==> config.mk <==
export PLATFORM = sky130hd
export DESIGN_NAME = twis_ctrl
export DESIGN_NICKNAME = d
export VERILOG_FILES = /design/src/hdl/twis_pkg.sv /design/src/hdl/twis_ctrl.sv
export SDC_FILE = /design/constraint.sdc
export NUM_CORES = 1
export LEC_CHECK = 0
export BUFFER_PORTS_ARGS = -buffer_cell sky130_fd_sc_hd__buf_4
export CORE_AREA = 5 5 42 44
export CTS_CLUSTER_DIAMETER = 30
export CTS_CLUSTER_SIZE = 16
export DETAILED_ROUTE_END_ITERATION = 6
export DIE_AREA = 0 0 47 49
export SLEW_MARGIN = 20
export SYNTH_ARGS = -nofsm -noshare
export SYNTH_HDL_FRONTEND = slang
export SYNTH_SLANG_ARGS = --single-unit
==> constraint.sdc <==
create_clock -name clk -period 1.8 [get_ports clk]
set_clock_uncertainty 0.2 [all_clocks]
set_input_delay 0.36 -clock clk [delete_from_list [all_inputs] [get_ports clk]]
set_output_delay 0.36 -clock clk [all_outputs]
set_load 0.02 [all_outputs]
==> src/hdl/twis_pkg.sv <==
// Shared types, codes and defaults for the letter trie insert and search block.
package twis_pkg;

	localparam int NODE_COUNT_DEF    = 1024;
	localparam int ALPHABET_SIZE_DEF = 26;

	localparam int OPCODE_W = 2;
	localparam int LETTER_W = 5;

	localparam logic [OPCODE_W-1:0] OP_INSERT = 2'd0;
	localparam logic [OPCODE_W-1:0] OP_SEARCH = 2'd1;
	localparam logic [OPCODE_W-1:0] OP_PREFIX = 2'd2;

	typedef struct packed {
		logic [OPCODE_W-1:0] opcode;
		logic [LETTER_W-1:0] letter;
		logic                last_letter;
		logic                empty_word;
	} twis_in_t;

	typedef struct packed {
		logic answer;
		logic pool_full;
	} twis_out_t;

	typedef enum logic [1:0] {
		ST_CLEAR,
		ST_IDLE,
		ST_WALK,
		ST_FINISH
	} twis_state_t;

	// Commands from the controller to the datapath.
	typedef struct packed {
		logic clear;
		logic accept;
		logic walk;
		logic fin_read;
		logic finish;
	} twis_cmd_t;

	// Status from the datapath to the controller.
	typedef struct packed {
		logic clear_last;
		logic item_last;
	} twis_stat_t;

endpackage

==> src/hdl/twis_ctrl.sv <==
// Controller state machine sequencing the clearing pass, letter walk and word finish.
module twis_ctrl import twis_pkg::*; (
	input  logic       clk,
	input  logic       arst_n,
	input  logic       start,
	input  logic       empty_word,
	input  twis_stat_t stat,
	output twis_cmd_t  cmd,
	output logic       busy
);

	twis_state_t state_q;
	twis_state_t state_next;

	always_ff @(posedge clk or negedge arst_n) begin
		if (!arst_n) begin
			state_q <= ST_CLEAR;
		end else begin
			state_q <= state_next;
		end
	end

	always_comb begin
		state_next = state_q;
		case (state_q)
			ST_CLEAR: begin
				if (stat.clear_last) begin
					state_next = ST_IDLE;
				end
			end
			ST_IDLE: begin
				if (start) begin
					state_next = empty_word ? ST_FINISH : ST_WALK;
				end
			end
			ST_WALK: begin
				state_next = stat.item_last ? ST_FINISH : ST_IDLE;
			end
			ST_FINISH: begin
				state_next = ST_IDLE;
			end
			default: begin
				state_next = ST_CLEAR;
			end
		endcase
	end

	always_comb begin
		cmd      = '0;
		busy     = 1'b1;
		case (state_q)
			ST_CLEAR: begin
				cmd.clear = 1'b1;
			end
			ST_IDLE: begin
				busy       = 1'b0;
				cmd.accept = start;
			end
			ST_WALK: begin
				cmd.walk     = 1'b1;
				cmd.fin_read = stat.item_last;
			end
			ST_FINISH: begin
				cmd.finish = 1'b1;
			end
			default: begin
				cmd = '0;
			end
		endcase
	end

endmodule

==> reports/summary.log <==
qor: sta.setup-tns-final 0 ns
qor: clocking.number_of_cts_inserted_buffers 3
qor: die.fp.dieArea 2300 µm²
qor: outcome.run_status completed
qor: routing.via_per_inst 3.73
qor: die.floorplan.rows 14
qor: routing.route.final.wire_length 454 µm
qor: clocking.h-tree-depth 1
qor: worst_hold_path.worst_hold_path_type primary input to flip-flop
qor: synthesis.ffs_latches_synth 2
qor: synthesis.post_synth_main_area_contributors sky130_fd_sc_hd__dfrtp_1 28%, sky130_fd_sc_hd__ha_1 28%, sky130_fd_sc_hd__mux2i_1 11%
qor: sta.timing.final.hold_violations 0
qor: synthesis.yosys.area.top_type_share 0.282
qor: final_layout.area_added_between_synthesis_and_finish 101%
qor: grt.grt_pass1_vias 217
qor: placed_design.dp_cells 45
qor: clocking.clk-insertion-delay-late 0.22 ns
qor: clocking.clkTransAtPathRegs 0.03 ns
qor: pwr.cellPowerDensity 1670 nW/µm²
qor: sta.finalMaxSlewViolations 0
qor: final_layout.top_regs state_q (2)
qor: die.io_pins 12
qor: synthesis.postSynthAreaPerCell 9.87 µm²
qor: final_layout.finish.cell_count_without_fillers 51
qor: sta.finalWorstPathRequiredPeriod 1.74 ns
qor: pwr.design_power_total 594 µW
qor: critical_path.cp.arrival 1.18 ns
qor: clocking.root_buffer sky130_fd_sc_hd__clkbuf_4
qor: clocking.cts-root-to-sink-buffers 2
qor: sta.period_share 0.966
qor: synthesis.mappedNetlistNets 28
qor: final_layout.post_route_cells_drive_above_1_share 0.686
qor: run.max_cap_violations 0
qor: synthesis.synth-seq-area-share 0.282
qor: grt.grt_overflow_total 0
qor: critical_path.setup.worst_path.start_class flip-flop
qor: synthesis.syn_inst 18
qor: placed_design.dp_hpwl 392 µm
qor: sta.worstMarginPinSlew 0.206 ns
qor: critical_path.cp.required 1.24 ns
qor: pwr.peak_ir_drop_on_the_vdd_network 298 µV
qor: synthesis.yosys.cell_types.count 10
qor: die.die_y 49 µm
qor: final_layout.most_flop_heavy_register state_q
qor: die.placeable_core_area 1400 µm²
qor: routing.detail_route.wl_per_cell 8.90 µm
qor: final_layout.layout.cells.most_common sky130_fd_sc_hd__buf_4
qor: grt.wire_length_of_the_first_global_routing_pass 759 µm
qor: sta.fmaxAchievable 0.575 GHz
qor: critical_path.endpoint_kind primary output
qor: final_layout.largest_reg_flops 2
qor: grt.initial_antenna_violation_count 0
qor: placed_design.input_output_buffers 11
qor: clocking.cts.sinks 2
qor: routing.first_iter_violations 0
qor: clocking.cts_tree yes
qor: routing.drc 0
qor: sta.timing.max_slew.rel_slack 0.862
qor: sta.rsz0062_at_grt false
qor: grt.maximum_number_of_pins_on_one_net_before_global_route_repair 5
qor: grt.global_route.usage.total 0.0493
qor: final_layout.layout_common_cells 13 x sky130_fd_sc_hd__buf_4, 3 x sky130_fd_sc_hd__clkbuf_4
qor: synthesis.yosys.area.top_type sky130_fd_sc_hd__dfrtp_1
qor: pwr.leakage_power_figure 0.180 nW
qor: critical_path.timing.critical_path.fanout_max 4
qor: sta.setup_viol 0
qor: die.floorplan.initialDensity 0.127
qor: placed_design.routabilityCongestion 0.592
qor: final_layout.num_antenna_cells 0
qor: synthesis.yosys_warnings 0
qor: routing.num_vias 190
qor: routing.ant_nets 0
qor: critical_path.criticalPathCategory flip-flop to primary output
qor: routing.detail_route.first_pass.iterations 1
qor: synthesis.syn_area 178 µm²
qor: die.dieWidth 47 µm
qor: final_layout.finalNetCount 47
-- synthesized netlist by cell type --
library cell and instances:
sky130_fd_sc_hd__ha_1 4, sky130_fd_sc_hd__inv_1 4, sky130_fd_sc_hd__dfrtp_1 2, sky130_fd_sc_hd__mux2i_1 2, sky130_fd_sc_hd__a211oi_1 1, sky130_fd_sc_hd__and2_1 1, sky130_fd_sc_hd__and2_2 1, sky130_fd_sc_hd__inv_2 1
sky130_fd_sc_hd__o21ai_0 1, sky130_fd_sc_hd__o22ai_2 1
-- area by class of cell --
cell class / instances / area (µm²)
Sequential cell: 2 / 51.3
Fill cell: 168 / 1040
Tap cell: 16 / 20.0
Timing Repair Buffer: 14 / 108
Inverter: 5 / 21.3
Multi-Input combinational cell: 11 / 134
Clock buffer: 3 / 22.5
-- path summary, 6_finish.rpt --
kind	from	to	slack [ns]	cells after the start
min in group asynchronous	arst_n	state_q[1]$_DFFE_PN0P_	0.26	2
worst max-delay path	state_q[1]$_DFFE_PN0P_	cmd[3]	0.06	4
worst max register to register	state_q[0]$_DFFE_PN0P_	state_q[1]$_DFFE_PN0P_	0.38	5
worst min-delay path	empty_word	state_q[0]$_DFFE_PN0P_	0.24	3
worst min register to register	state_q[0]$_DFFE_PN0P_	state_q[0]$_DFFE_PN0P_	0.43	2
max in group asynchronous	arst_n	state_q[0]$_DFFE_PN0P_	1.04	2
-- power by group --
group | total [mW] | internal, mW | leakage (nW) | switching [mW]
Combinational | 0.392 | 0.190 | 0.143 | 0.202
Sequential | 0.103 | 0.0701 | 0.0230 | 0.0334
Clock | 0.0985 | 0.0736 | 0.0138 | 0.0250
-- metrics by stage --
stage / cell area [µm²] / setup slack [ns] / util / hold WS [ns]
floorplan: 178 / 0.200 / - / -0.136
global placement: 280 / 0.233 / 0.200 / -0.0564
detailed placement: 280 / 0.192 / 0.200 / -0.0565
CTS: 325 / 0.0215 / 0.232 / 0.240
global route: 357 / 0.00744 / 0.254 / 0.255
finish: 357 / 0.0606 / 0.254 / 0.239
-- per-layer routing --
metal	wire [µm]	up-vias	share of wire	GRT usage
met3	44	0	0.097	0.0258
met5	0	-	0	0
li1	-	95	-	-
met2	251	7	0.55	0.0747
met4	0	0	0	0.0553
met1	157	88	0.35	0.0396
-- logic make-up (layout without fill, tap and decap cells) --
group	Yosys count	in the layout	share of synthesized area
fa+ha+maj	4	4	0.282
compound gates	3	3	0.141
simple gates	2	2	0.0775
flops	2	2	0.282
mux	2	2	0.113
buf+inv	5	22	0.106
-- worst max-delay path: stages, from the launching register on --
cell and delay [ns]:
sky130_fd_sc_hd__dfrtp_1 0.40, sky130_fd_sc_hd__inv_2 0.08, sky130_fd_sc_hd__ha_4 0.17, sky130_fd_sc_hd__and2_2 0.16
sky130_fd_sc_hd__buf_4 0.15
-- repair_timing --
action                                  in CTS  in global routing
gates resized for setup                      3                  5
endpoints found under the hold margin        2                  0
endpoints found under the setup margin       2                  2
setup buffers                                1                  1
hold buffers                                 1                  0
No activity file was read; power rests on OpenSTA's default activity.
